[config.mk]
export PLATFORM = sky130hd
export DESIGN_NAME = date_to_epoch_timekeeper
export DESIGN_NICKNAME = d
export VERILOG_FILES = /design/src/rtl/core/dtet_pkg.sv /design/src/rtl/core/date_to_epoch_timekeeper.sv
export SDC_FILE = /design/constraint.sdc
export NUM_CORES = 2
export LEC_CHECK = 0
export BUFFER_PORTS_ARGS = -buffer_cell sky130_fd_sc_hd__buf_2
export CAP_MARGIN = 5
export CORE_MARGIN = 1
export CORE_UTILIZATION = 55
export DETAILED_ROUTE_END_ITERATION = 10
export GPL_ROUTABILITY_DRIVEN = 0
export PLACE_DENSITY = 0.81
export SLEW_MARGIN = 0
export SYNTH_ARGS = -nofsm -noshare
export SYNTH_HDL_FRONTEND = slang
export SYNTH_SLANG_ARGS = --single-unit
[constraint.sdc]
create_clock -name clk -period 28.7 [get_ports clk]
set_input_delay 8.61 -clock clk [delete_from_list [all_inputs] [get_ports clk]]
set_output_delay 8.61 -clock clk [all_outputs]
set_load 0.02 [all_outputs]
[src/rtl/core/dtet_pkg.sv]
// Shared constants, register indexes and arithmetic helpers for the POSIX timekeeper.
package dtet_pkg;

  localparam int unsigned CfgDataWidth   = 8;
  localparam int unsigned CfgIndexWidth  = 3;
  localparam int unsigned CountWidth     = 32;
  localparam int unsigned UptimeWidth    = 31;
  localparam int unsigned EpochWidth     = 32;
  localparam int unsigned CfgSettleDepth = 5;

  localparam logic [5:0] ResetSecond  = 6'd0;
  localparam logic [5:0] ResetMinute  = 6'd0;
  localparam logic [4:0] ResetHour    = 5'd0;
  localparam logic [4:0] ResetDay     = 5'd1;
  localparam logic [3:0] ResetMonth   = 4'd1;
  localparam logic [6:0] ResetYear    = 7'd70;
  localparam logic [4:0] ResetCentury = 5'd19;
  localparam logic [7:0] ResetOffset  = 8'd4;

  localparam logic signed [12:0] BaseYear      = 13'sd1900;
  localparam logic signed [12:0] EpochYear     = 13'sd70;
  localparam logic signed [12:0] LeapBias4     = 13'sd69;
  localparam logic signed [12:0] LeapBias100   = 13'sd1;
  localparam logic signed [12:0] LeapBias400   = 13'sd299;
  localparam logic [31:0]        SecPerMin     = 32'd60;
  localparam logic [31:0]        SecPerHour    = 32'd3600;
  localparam logic [31:0]        SecPerDay     = 32'd24 * SecPerHour;
  localparam logic [31:0]        SecPerYear    = 32'd365 * SecPerDay;
  localparam logic [22:0]        Recip100      = 23'd1311;

  typedef enum logic [CfgIndexWidth-1:0] {
    REG_SECOND  = 3'd0,
    REG_MINUTE  = 3'd1,
    REG_HOUR    = 3'd2,
    REG_DAY     = 3'd3,
    REG_MONTH   = 3'd4,
    REG_YEAR    = 3'd5,
    REG_CENTURY = 3'd6,
    REG_OFFSET  = 3'd7
  } cfg_reg_t;

  // Floor of m / 100 for m below 4096; the reciprocal is exact over that range.
  function automatic logic [5:0] div100(input logic [11:0] m);
    logic [22:0] p;
    p = {11'b0, m} * Recip100;
    return p[22:17];
  endfunction

  function automatic logic [11:0] magnitude(input logic signed [12:0] x);
    logic [12:0] n;
    n = 13'(-x);
    return x[12] ? n[11:0] : x[11:0];
  endfunction

  // Signed quotients that truncate toward zero.
  function automatic logic signed [10:0] sdiv4(input logic signed [12:0] x);
    logic [11:0] mag;
    logic signed [10:0] q;
    mag = magnitude(x);
    q = {1'b0, mag[11:2]};
    return x[12] ? -q : q;
  endfunction

  function automatic logic signed [6:0] sdiv100(input logic signed [12:0] x);
    logic signed [6:0] q;
    q = {1'b0, div100(magnitude(x))};
    return x[12] ? -q : q;
  endfunction

  function automatic logic signed [6:0] sdiv400(input logic signed [12:0] x);
    logic [11:0] mag;
    logic signed [6:0] q;
    mag = magnitude(x);
    q = {1'b0, div100({2'b0, mag[11:2]})};
    return x[12] ? -q : q;
  endfunction

  function automatic logic is_leap(input logic [11:0] year);
    logic [5:0]  q;
    logic [11:0] r;
    q = div100(year);
    r = 12'(year - {6'b0, q} * 12'd100);
    return (year[1:0] == 2'b00) && ((r != 12'd0) || (q[1:0] == 2'b00));
  endfunction

  // Days in the year before the first of the month; month zero counts none.
  function automatic logic [8:0] days_before(input logic [3:0] month);
    logic [8:0] d;
    case (month)
      4'd0:    d = 9'd0;
      4'd1:    d = 9'd0;
      4'd2:    d = 9'd31;
      4'd3:    d = 9'd59;
      4'd4:    d = 9'd90;
      4'd5:    d = 9'd120;
      4'd6:    d = 9'd151;
      4'd7:    d = 9'd181;
      4'd8:    d = 9'd212;
      4'd9:    d = 9'd243;
      4'd10:   d = 9'd273;
      4'd11:   d = 9'd304;
      default: d = 9'd334;
    endcase
    return d;
  endfunction

endpackage

[src/rtl/core/date_to_epoch_timekeeper.sv]
// Top level of the POSIX seconds-since-epoch timekeeper.
//
//   Channel   Direction  Handshake                 Payload
//   in        sink       in_valid / in_stall       advance
//   out       source     out_valid / out_stall     uptime_seconds, epoch_seconds
//   cfg       sink       cfg_write (no handshake)  cfg_index, cfg_data
//
// Every input transfer yields one registered result, and a new input can be taken every cycle
// while in_stall is low: the tick counter and one 32-bit add sit between the counter and result
// registers. After reset and after each configuration write a five-stage pipeline rebuilds the
// start epoch, and in_stall is held high while it refills.
// A stalled result is parked in a one-entry skid register, so one more input is taken while
// the output waits; in_stall also rises when that entry is full. Reset is synchronous.
module date_to_epoch_timekeeper (
  input  logic                                 clk,
  input  logic                                 rst,
  input  logic                                 cfg_write,
  input  logic [dtet_pkg::CfgIndexWidth-1:0]   cfg_index,
  input  logic [dtet_pkg::CfgDataWidth-1:0]    cfg_data,
  input  logic                                 in_valid,
  output logic                                 in_stall,
  input  logic                                 advance,
  output logic                                 out_valid,
  input  logic                                 out_stall,
  output logic [dtet_pkg::UptimeWidth-1:0]     uptime_seconds,
  output logic [dtet_pkg::EpochWidth-1:0]      epoch_seconds
);

  // Configuration registers.
  logic [5:0] start_second;
  logic [5:0] start_minute;
  logic [4:0] start_hour;
  logic [4:0] start_day;
  logic [3:0] start_month;
  logic [6:0] start_year;
  logic [4:0] start_century;
  logic [7:0] offset_seconds;

  always_ff @(posedge clk) begin
    if (rst) begin
      start_second   <= dtet_pkg::ResetSecond;
      start_minute   <= dtet_pkg::ResetMinute;
      start_hour     <= dtet_pkg::ResetHour;
      start_day      <= dtet_pkg::ResetDay;
      start_month    <= dtet_pkg::ResetMonth;
      start_year     <= dtet_pkg::ResetYear;
      start_century  <= dtet_pkg::ResetCentury;
      offset_seconds <= dtet_pkg::ResetOffset;
    end else if (cfg_write) begin
      case (dtet_pkg::cfg_reg_t'(cfg_index))
        dtet_pkg::REG_SECOND:  start_second   <= cfg_data[5:0];
        dtet_pkg::REG_MINUTE:  start_minute   <= cfg_data[5:0];
        dtet_pkg::REG_HOUR:    start_hour     <= cfg_data[4:0];
        dtet_pkg::REG_DAY:     start_day      <= cfg_data[4:0];
        dtet_pkg::REG_MONTH:   start_month    <= cfg_data[3:0];
        dtet_pkg::REG_YEAR:    start_year     <= cfg_data[6:0];
        dtet_pkg::REG_CENTURY: start_century  <= cfg_data[4:0];
        dtet_pkg::REG_OFFSET:  offset_seconds <= cfg_data;
        default: ;
      endcase
    end
  end

  // The settle shift register marks cycles in which the start-epoch pipeline
  // still holds values from before the latest write. Reset fills it so the
  // reset values propagate before the first transfer.
  logic [dtet_pkg::CfgSettleDepth-1:0] settle;
  logic                                busy;

  always_ff @(posedge clk) begin
    if (rst) begin
      settle <= '1;
    end else begin
      settle <= {settle[dtet_pkg::CfgSettleDepth-2:0], cfg_write};
    end
  end

  assign busy = |settle;

  // Start-epoch pipeline. It runs every cycle from the registers; the stages
  // carry no reset because the settle logic covers their fill time.
  //
  // Stage 1: full year, signed years since 1900, and seconds into the day
  // with the correction offset folded in.
  logic [11:0]        full_year;
  logic signed [12:0] yr;
  logic [17:0]        sod_off;

  logic [11:0]        full_year_next;
  logic [17:0]        sod_off_next;

  assign full_year_next = 12'({7'b0, start_century} * 12'd100) + {5'b0, start_year};
  assign sod_off_next   = {12'b0, start_second}
                        + 18'({12'b0, start_minute} * 18'(dtet_pkg::SecPerMin))
                        + 18'({13'b0, start_hour} * 18'(dtet_pkg::SecPerHour))
                        + {10'b0, offset_seconds};

  always_ff @(posedge clk) begin
    full_year <= full_year_next;
    yr        <= $signed({1'b0, full_year_next}) - dtet_pkg::BaseYear;
    sod_off   <= sod_off_next;
  end

  // Stage 2: leap-day count since the epoch and day of the year, both signed
  // since a day of zero or an early year gives negative values.
  logic signed [10:0] leaps;
  logic signed [9:0]  yday;
  logic signed [12:0] yr_s2;
  logic [17:0]        sod_off_s2;

  logic signed [10:0] leaps_next;
  logic signed [9:0]  yday_next;
  logic               leap_fix;

  assign leaps_next = dtet_pkg::sdiv4(yr - dtet_pkg::LeapBias4)
                    - 11'(dtet_pkg::sdiv100(yr - dtet_pkg::LeapBias100))
                    + 11'(dtet_pkg::sdiv400(yr + dtet_pkg::LeapBias400));

  // The current year's own leap day counts only once February is over.
  assign leap_fix  = (start_month > 4'd2) && dtet_pkg::is_leap(full_year);
  assign yday_next = $signed({1'b0, dtet_pkg::days_before(start_month)})
                   + $signed({9'b0, leap_fix})
                   + $signed({5'b0, start_day})
                   - 10'sd1;

  always_ff @(posedge clk) begin
    leaps      <= leaps_next;
    yday       <= yday_next;
    yr_s2      <= yr;
    sod_off_s2 <= sod_off;
  end

  // Stage 3: total day count and years since 1970.
  logic signed [11:0] days;
  logic signed [12:0] yrs70;
  logic [17:0]        sod_off_s3;

  always_ff @(posedge clk) begin
    days       <= {{2{yday[9]}}, yday} + {leaps[10], leaps};
    yrs70      <= yr_s2 - dtet_pkg::EpochYear;
    sod_off_s3 <= sod_off_s2;
  end

  // Stage 4: the two products, taken modulo 2^32.
  logic [31:0] day_secs;
  logic [31:0] year_secs;
  logic [17:0] sod_off_s4;

  always_ff @(posedge clk) begin
    day_secs   <= {{20{days[11]}}, days} * dtet_pkg::SecPerDay;
    year_secs  <= {{19{yrs70[12]}}, yrs70} * dtet_pkg::SecPerYear;
    sod_off_s4 <= sod_off_s3;
  end

  // Stage 5: the start epoch that each result adds uptime to.
  logic [dtet_pkg::EpochWidth-1:0] base_epoch;

  always_ff @(posedge clk) begin
    base_epoch <= day_secs + year_secs + {14'b0, sod_off_s4};
  end

  // Item path: tick counter, result register and skid entry.
  logic [dtet_pkg::CountWidth-1:0]  half_second_count;
  logic [dtet_pkg::CountWidth-1:0]  half_second_count_next;
  logic [dtet_pkg::UptimeWidth-1:0] up_next;
  logic [dtet_pkg::EpochWidth-1:0]  epoch_next;
  logic                             in_xfer;
  logic                             out_free;
  logic                             skid_valid;
  logic [dtet_pkg::UptimeWidth-1:0] skid_uptime;
  logic [dtet_pkg::EpochWidth-1:0]  skid_epoch;

  assign in_stall               = busy || skid_valid;
  assign in_xfer                = in_valid && !in_stall;
  assign out_free               = !out_valid || !out_stall;
  assign half_second_count_next = half_second_count + {31'b0, advance};
  assign up_next                = half_second_count_next[dtet_pkg::CountWidth-1:1];
  assign epoch_next             = base_epoch + {1'b0, up_next};

  always_ff @(posedge clk) begin
    if (rst) begin
      half_second_count <= '0;
      out_valid         <= 1'b0;
      skid_valid        <= 1'b0;
    end else begin
      if (in_xfer) begin
        half_second_count <= half_second_count_next;
      end
      if (out_free) begin
        out_valid  <= skid_valid || in_xfer;
        skid_valid <= 1'b0;
      end else if (in_xfer) begin
        skid_valid <= 1'b1;
      end
    end
  end

  always_ff @(posedge clk) begin
    if (out_free) begin
      if (skid_valid) begin
        uptime_seconds <= skid_uptime;
        epoch_seconds  <= skid_epoch;
      end else if (in_xfer) begin
        uptime_seconds <= up_next;
        epoch_seconds  <= epoch_next;
      end
    end else if (in_xfer) begin
      skid_uptime <= up_next;
      skid_epoch  <= epoch_next;
    end
  end

`ifndef ASSERT_OFF
  // A configuration write must hold off input until the start epoch is rebuilt.
  a_cfg_holds_input: assert property (@(posedge clk) disable iff (rst)
    cfg_write |=> in_stall)
    else $error("input taken while start epoch was being rebuilt");

  // A parked result always sits behind a result that is on the port.
  a_skid_behind_out: assert property (@(posedge clk) disable iff (rst)
    skid_valid |-> out_valid)
    else $error("skid entry full while output register is empty");

  // Each input transfer moves the tick counter by exactly the advance bit.
  a_count_step: assert property (@(posedge clk) disable iff (rst)
    in_xfer |=> (half_second_count == $past(half_second_count) + {31'b0, $past(advance)}))
    else $error("tick counter did not follow the accepted advance bit");
`endif

endmodule

==> metrics.log <==
INFO  metric outcome = completed
INFO  metric period_share = 0.4456
INFO  metric gr-total-overflow = 0
INFO  metric crit_fanout = 4
INFO  metric post_synth.cell_area_avg = 10.01 um^2
INFO  metric layout.cells.most_common_list = sky130_fd_sc_hd__ha_1 (617), sky130_fd_sc_hd__inv_1 (611), sky130_fd_sc_hd__dfxtp_1 (330)
INFO  metric r2r_path_start = yr[1]$_DFF_P_
INFO  metric timing.final.hold_violations = 0
INFO  metric grt_first_pass_wirelength = 116900 um
INFO  metric area_growth = 8.105%
INFO  metric clock_insertion_delay_worst_skew = 600 ps
INFO  metric synth_simple_gate_area_frac = 0.08802
INFO  metric post_synth_mux_area_share = 0.02776
INFO  metric cts_tree = built
INFO  metric critical_path.startpoint_type = primary input
INFO  metric cp_max_delay_cell = sky130_fd_sc_hd__nor4_1
INFO  metric numCtsBuffers = 46
INFO  metric rows = 94
INFO  metric count_of_flip_flops_with_a_built_in_enable_after_synthesis = 126
INFO  metric finalMaxSlewViolations = 0
INFO  metric clock.fmax = 0.07820 GHz
INFO  metric post_route_cells_drive_above_1_share = 0.07032
INFO  metric synth-async-reset-ratio = 0
INFO  metric nets = 4606
INFO  metric start_point_of_the_critical_path = advance
INFO  metric timing.max_slew.rel_slack = 0.2303
INFO  metric worst_clock_skew = 40.01 ps
INFO  metric max-cap-violations = 0
INFO  metric setup-violations-final = 0
INFO  metric min_from = sod_off_s2[7]$_DFF_P_
INFO  metric ff_latch_count_synth = 456
INFO  metric ctsLongestPathBuffers = 3
INFO  metric cp.buffers_inverters = 1
INFO  metric route.vias.total = 24.85k
INFO  metric mostFrequentLayoutCell = sky130_fd_sc_hd__ha_1
INFO  metric synth_compound_gate_area_share = 0.09612
INFO  metric viasPerCell = 5.380
INFO  metric crit_required = 29010 ps
INFO  metric die_width = 259.5 um
INFO  metric ctsResizeCount = 0
INFO  metric netlist-cell-type-count = 87
INFO  metric pin_count = 82
INFO  metric worstSetupEndpointType = register
INFO  metric postSynthNetCount = 4531
INFO  metric grt_setup_unrepaired = false
INFO  metric clkTransAtPathRegs = 60 ps
INFO  metric synth-seq-area-share = 0.2849
INFO  metric dominantRegCellSynth = sky130_fd_sc_hd__dfxtp_1
INFO  metric post-route-min-period = 12790 ps
INFO  metric die_area = 67330 um^2
INFO  metric y_dimension_of_the_die = 259.5 um
INFO  metric grt_max_degree = 87
INFO  metric ctsRootBufferMaster = sky130_fd_sc_hd__clkbuf_16
INFO  metric final_design_area_no_fill = 39420 um^2
INFO  metric worst-slew-pin-transition = 1152 ps
INFO  metric drt_wl_total = 70360 um
INFO  metric grtUsageTotal = 0.2101
INFO  metric drt_drc_violations_left = 0
INFO  metric postSynthCellCount = 3642
INFO  metric crit_arrival = 13090 ps
INFO  metric vias_in_the_first_global_route = 25.12k
INFO  metric critical_path_s_top_delay_family = simple AND/OR/NAND/NOR gates
INFO  metric core_area = 65630 um^2
INFO  metric drtAntennaViolNets = 0
INFO  metric post_synth_fa_ha_maj_area_fraction = 0.3517
INFO  metric drt_iter0_markers = 1331
INFO  metric firstDrtPassIters = 5
INFO  metric place_area = 37800 um^2
INFO  metric clock_sink_count = 456
INFO  metric finalHoldWorstSlack = 324.3 ps
INFO  metric finalSetupTns = 0 ps
INFO  metric yosys.area_share.xor_xnor = 0.08109
INFO  metric antenna_found_initial = 0
INFO  metric placement.io_buffers = 81
INFO  metric cp_slowest_stage_delay = 630 ps
INFO  metric antenna_cells_inserted = 0
INFO  metric wire_per_inst = 15.24 um
INFO  metric synth_area = 36460 um^2
INFO  metric initial_core_util = 0.5556
INFO  metric post-cts-setup-buffers = 0
INFO  metric timing_worst_setup_path_type = in2reg
INFO  metric hp-class = reg2reg
INFO  metric synthesis.yosys.warnings = 0
INFO  metric post-dp-hpwl = 55560 um
INFO  metric combinational_family_with_the_most_area_after_synthesis = adder cells
INFO  metric hold_buffers = 0
INFO  metric cts_max_level = 2
INFO  metric crit_chain = buf_2, ha_1, and3_1, nand4_1, nor4_1, nand3_1, xnor2_1, ha_1, nand4_1, nor3_1, and3_1, nand3_1, o22a_1, a31oi_1, a41o_1, o41a_1, o21a_1, o31ai_1
## cell type report
cell class,count,area [um^2]
clock inverters,20,274.0
repair buffers,93,495.5
multi-input cells,2506,23530
well taps,864,1081
flip-flops and latches,456,10390
inverters,614,2306
fillers,5245,26210
clock buffers,65,1345
## routing by layer
metal / track usage / routed length, um
met1: 0.2511 / 29810
met2: 0.3924 / 36410
met3: 0.02168 / 2397
met4: 0.06503 / 1738
met5: 0 / 0
## path summary, 6_finish.rpt
check	end	slack, ps	depth (start not counted)
setup / recovery	epoch_seconds[31]$_DFFE_PP_	15910	18
hold reg to reg	sod_off_s3[7]$_DFF_P_	320	0
hold / removal	sod_off_s3[7]$_DFF_P_	320	0
setup reg to reg	leaps[10]$_DFF_P_	16410	42
## cell families after synthesis
group,Yosys count
AO/OA/AOI/OAI,531
XOR/XNOR,336
adder cells (fa/ha/maj),872
buffers and inverters,680
flip-flops,456
multiplexers,94
AND/OR/NAND/NOR,673
## registers in the layout, summed over array words and instances, names as in the netlist, 8 cells and up, named ones only
name / count
epoch_seconds: 32
yrs70: 13
sod_off: 18
year_secs: 25
yr: 13
sod_off_s3: 18
sod_off_s2: 18
day_secs: 25
full_year: 10
skid_epoch: 32
base_epoch: 32
skid_uptime: 31
leaps: 11
yday: 10
sod_off_s4: 18
offset_seconds: 8
uptime_seconds: 31
half_second_count: 32
days: 12
yr_s2: 13
## per-stage QoR
step,worst slack (ps),instances,util
6_report,15910,4618,0.6006
3_3_place_gp,15520,4533,0.5760
2_1_floorplan,15680,3642,-
5_1_grt,15550,4618,0.6006
4_1_cts,16040,4618,0.6006
3_5_place_dp,15400,4533,0.5760
## cell usage after synthesis (all sizes together) (57+ instances only)
cell type | number | area, um^2
mux2 | 57 | 641.9
o21ai | 84 | 420.4
xor2 | 124 | 1086
nand3 | 59 | 295.3
inv | 612 | 2297
edfxtp | 126 | 3784
dfxtp | 330 | 6606
a21o | 67 | 503.0
fa | 255 | 5105
nor2 | 213 | 802.0
xnor2 | 211 | 1848
a21oi | 164 | 820.8
nand2 | 158 | 593.1
ha | 617 | 7720
Power is not shown: default switching activity piles up to over one toggle a cycle in this logic, so the estimate is an artifact.
